`src/hw/rtl/vdt_pkg.sv`:
```
// vdt_pkg: shared constants and types for the vertex dedup table.
// Used by vdt_regs, vdt_cell and vertex_dedup_table; no dependencies.
package vdt_pkg;

  localparam int TABLE_DEPTH = 1024;
  localparam int NUM_ATTR    = 8;
  localparam int ATTR_W      = 32;
  localparam int TOL_W       = 16;
  localparam int INDEX_W     = 10;
  localparam int NUM_CELLS   = 8;
  localparam int CELL_BITS   = $clog2(NUM_CELLS);
  localparam int ROWS        = TABLE_DEPTH / NUM_CELLS;
  localparam int ROW_BITS    = $clog2(ROWS);
  localparam int ENTRY_BITS  = ROW_BITS + CELL_BITS;
  localparam int COUNT_W     = ENTRY_BITS + 1;
  localparam int ROWS_W      = ROW_BITS + 1;

  localparam int PADDR_W     = 3;
  localparam int PDATA_W     = 32;
  localparam logic [TOL_W-1:0] TOL_RESET = TOL_W'(66);
  localparam logic REG_TOL   = 1'b0;

  // attribute order: pos xyz, tex uv, normal xyz
  typedef logic [NUM_ATTR-1:0][ATTR_W-1:0] vdt_vtx_t;

  // row token that walks down the cell chain
  typedef struct packed {
    logic                 valid;
    logic                 last;
    logic [ROW_BITS-1:0]  row;
    logic                 hit;
    logic [CELL_BITS-1:0] col;
  } vdt_tok_t;

  // append write, broadcast to all cells
  typedef struct packed {
    logic                 en;
    logic [ROW_BITS-1:0]  row;
    logic [CELL_BITS-1:0] bank;
    vdt_vtx_t             data;
  } vdt_wr_t;

endpackage

```
`src/hw/rtl/vdt_regs.sv`:
```
// vdt_regs: APB-style register port holding the match tolerance.
// Depends on vdt_pkg.
module vdt_regs (
  input  logic                          clk,
  input  logic                          rst,
  input  logic                          psel,
  input  logic                          penable,
  input  logic                          pwrite,
  input  logic [vdt_pkg::PADDR_W-1:0]   paddr,
  input  logic [vdt_pkg::PDATA_W-1:0]   pwdata,
  output logic [vdt_pkg::PDATA_W-1:0]   prdata,
  output logic                          pready,
  output logic [vdt_pkg::TOL_W-1:0]     tol
);

  logic sel_tol;

  // word index is paddr[2]; byte offset bits are ignored
  assign sel_tol = (paddr[2] == vdt_pkg::REG_TOL);
  assign pready  = 1'b1;

  always_ff @(posedge clk) begin
    if (rst) begin
      tol <= vdt_pkg::TOL_RESET;
    end else if (psel && penable && pwrite && pready && sel_tol) begin
      tol <= pwdata[vdt_pkg::TOL_W-1:0];
    end
  end

  always_comb begin
    prdata = '0;
    if (sel_tol) begin
      prdata = vdt_pkg::PDATA_W'(tol);
    end
  end

endmodule

```
`config.mk`:
```
export PLATFORM = sky130hd
export DESIGN_NAME = vdt_regs
export DESIGN_NICKNAME = d
export VERILOG_FILES = /design/src/hw/rtl/vdt_pkg.sv /design/src/hw/rtl/vdt_regs.sv
export SDC_FILE = /design/constraint.sdc
export NUM_CORES = 1
export LEC_CHECK = 0
export ABC_AREA = 1
export BUFFER_PORTS_ARGS = -buffer_cell sky130_fd_sc_hd__buf_2
export CAP_MARGIN = 20
export CORE_UTILIZATION = 34
export DETAILED_ROUTE_END_ITERATION = 12
export MAX_ROUTING_LAYER = met4
export PLACE_DENSITY = 0.76
export SLEW_MARGIN = 5
export SYNTH_ARGS = -nofsm -noshare
export SYNTH_HDL_FRONTEND = slang
export SYNTH_SLANG_ARGS = --single-unit
```
`constraint.sdc`:
```
create_clock -name clk -period 0.8 [get_ports clk]
set_clock_uncertainty 0.1 [all_clocks]
set_input_delay 0.04 -clock clk [delete_from_list [all_inputs] [get_ports clk]]
set_output_delay 0.04 -clock clk [all_outputs]
set_load 0.1 [all_outputs]
```
==> summary.txt <==
Status
  • Status: finished, violations left
  • Violations in the final reports: DRC, hold timing, setup timing

Finish
  • Share of cells above drive strength 1: 66.39%
  • Largest regs: tol: 16 flops
  • Area Overhead vs Synth: 126.6%
  • Max reg flops: 16
  • # diodes: 0
  • Core Util, Final: 82.97%
  • Nets: 282
  • Fillers: 135
  • Top reg by flops: tol

Worst setup path
  • Critical Path Fanout Max: 2
  • R2r endpoint: tol[9]$_SDFFE_PP0P_
  • R2R cell count: 4
  • Crit path kind: reg2out
  • Crit. End Element: output pin
  • Flop2flop setup slack: -0.13 ns
  • Worst EP arrival: 1.06 ns
  • Reg2reg start: tol[9]$_SDFFE_PP0P_
  • WP data required: 0.66 ns
  • Crit start category: flop

Timing
  • WHS: -0.01395 ns
  • Final setup fails: 35
  • Setup TNS: -9.997 ns
  • RSZ-0062 raised after global routing: true
  • Post-layout min period: 1.199 ns
  • Fmax: 834.1 MHz
  • Slack of the critical path: -0.3989 ns
  • Fin. Hold Viols: 4
  • Max Slew Vio Count: 0
  • Crit share post-route: 149.9%

Route
  • Wire per inst: 14.48 um
  • Remaining DRCs: 7
  • Final ANT Viol Nets: 0
  • Pre-antenna DRT Iters: 9
  • WL final: 3938 um
  • Via count: 1262
  • Vias/cell: 4.640
  • Initial DRC Count: 53

Pwr
  • Worst vdd ir: 0.7943 mV
  • Sw frac: 48.53%
  • Logic gate share of total power: 52.3%
  • Clock group share of total power: 16.9%
  • Total chip power: 0.002692 W
  • Power Density: 1147 mW/mm^2
  • Pleak: 1.099 nW
  • Sequential power share: 30.7%
  • Switching power of the nets: 0.001307 W
  • Int Pwr: 0.001386 W

Worst hold path
  • Min-delay worst type: in2reg
  • WHS Endpoint: tol[2]$_SDFFE_PP0P_
  • Hold Crit Depth: 5
  • Hold_sp: pwdata[2]

CTS
  • Clock-pin slew on the worst setup and hold paths: 0.10 ns
  • TritonCTS clock tree: done
  • H-tree depth: 1
  • Clock Path Buffers: 2
  • CTS Hold Buffers Added: 2
  • Clock Tree Root: clkbuf_4
  • CTS Sinks: 16
  • Worst skew pair latency: 0.29 ns
  • Num CTS Buffers: 3

Synthesis
  • Synthesized area per cell: 6.557 sq um
  • Seq/Total Area, Yosys: 30.92%
  • Cell variety after synth: 18
  • Cells after synthesis: 158
  • Synth Cell Area: 0.001036 sq mm
  • Yosys warning count: 0
  • Yosys reg bits: 16

Floorplan
  • Die Wd: 57.20 um
  • Area of the core: 0.002829 sq mm
  • Die Y-Extent: 57.20 um
  • Full die area: 0.003272 sq mm
  • Placement Rows: 19
  • I/O pin count: 89
  • Initial Util: 36.62%

Global route
  • Initial antenna violation count: 0
  • Largest net degree at the start of global routing: 16
  • GRT Overall Usage: 23.30%
  • First-pass GRT wire length: 5554 um
  • Vias in the first global route: 1203
  • Overflow after GRT: 0

Placed design
  • Pre-CTS WS: -0.1605 ns
  • I/O Buffers: 53
  • DP Wirelength: 2383 um
  • Gpl congestion: 0.7158

Flow run
  • Max-Cap Viols: 0
[critical path, cell delays in order (launching register included)]
cell and delay (ns):
dfxtp_4 0.37, buf_4 0.14, buf_6 0.11, buf_12 0.15
[logic make-up (layout without fill, tap and decap cells)]
kind of cell           after synthesis  count (layout)  synth area share [%]
and+or+nand+nor                     83              83                 39.13
buffers and inverters               57             125                 29.23
DFF                                 16              16                 30.92
other                                2              17                0.7249
[synthesized netlist by cell type, drive strengths merged]
cell | n | share of area (%)
buf | 21 | 16
clkbuf | 2 | 0.72
clkinv | 1 | 0.48
conb | 2 | 0.72
dfxtp | 16 | 31
inv | 33 | 12
nand2 | 21 | 8.6
nand3 | 16 | 7.7
nor2 | 46 | 23
[metal layers]
layer | wire length (um) | vias up | global-route usage (%)
met3 | 222 | 14 | 3.628
met5 | 0 | - | -
li1 | - | 589 | -
met2 | 2185 | 67 | 40.67
met4 | 87 | 0 | 14.63
met1 | 1444 | 592 | 24.47
[power by group through the flow]
stage	Sequential, W	Combinational (W)	Clock [W]
floorplan	0.00104	0.000799	0
global placement	0.000836	0.00129	0
detailed placement	0.000838	0.00131	0
CTS	0.000821	0.00136	0.000441
global route	0.000831	0.00145	0.000478
finish	0.000828	0.00141	0.000456
[layout make-up]
| type | count | area (sq um) | area share [%] |
|---|---|---|---|
| timing repair buffer | 87 | 1134 | 48.29 |
| multi-input combinational | 100 | 636.9 | 27.13 |
| sequential | 16 | 380.4 | 16.20 |
| inverter | 34 | 131.4 | 5.597 |
| tap | 31 | 38.79 | 1.652 |
| clock buffer | 3 | 22.52 | 0.9595 |
| clock inverter | 1 | 3.754 | 0.1599 |
[worst max path at each step]
stage | startpoint | to | slack [ns] | cells after the start
6_report | tol[9]$_SDFFE_PP0P_ | tol[9] | -0.40 | 3
5_1_grt | tol[9]$_SDFFE_PP0P_ | tol[9] | -0.42 | 3
4_1_cts | tol[5]$_SDFFE_PP0P_ | prdata[5] | -0.32 | 3
3_5_place_dp | paddr[2] | tol[10]$_SDFFE_PP0P_ | -0.16 | 7
3_3_place_gp | paddr[2] | tol[14]$_SDFFE_PP0P_ | -0.08 | 7
2_1_floorplan | tol[0]$_SDFFE_PP0P_ | prdata[0] | -0.44 | 2
[per-stage QoR]
step	instances	instance area [sq um]
6_report	272	2347
2_1_floorplan	173	1286
3_5_place_dp	257	2093
4_1_cts	269	2255
5_1_grt	272	2347
3_3_place_gp	257	2093
[layout by cell type (no fill, tap or decap)]
cell type / n
nand3_2: 1
conb_1: 17
dfxtp_4: 16
inv_1: 16
clkinv_1: 1
nor2_2: 9
nand2_2: 1
clkbuf_4: 3
nor2_8: 1
nor2_1: 12
nor2_4: 24
nand2_4: 2
buf_2: 21
buf_6: 24
inv_2: 16
buf_4: 5
nand2_1: 18
buf_12: 35
nand3_1: 15
clkinv_2: 1
dlygate4sd3_1: 2
inv_4: 1
[repair_timing]
item / in CTS / in global routing
resized for setup: 17 / 18
gates cloned: 0 / 0
pin swaps: 22 / 5
hold endpoints to repair: 10 / 1
endpoints found under the setup margin: 32 / 38
buffers inserted: 6 / 3
No activity file was read; power rests on OpenSTA's default activity.
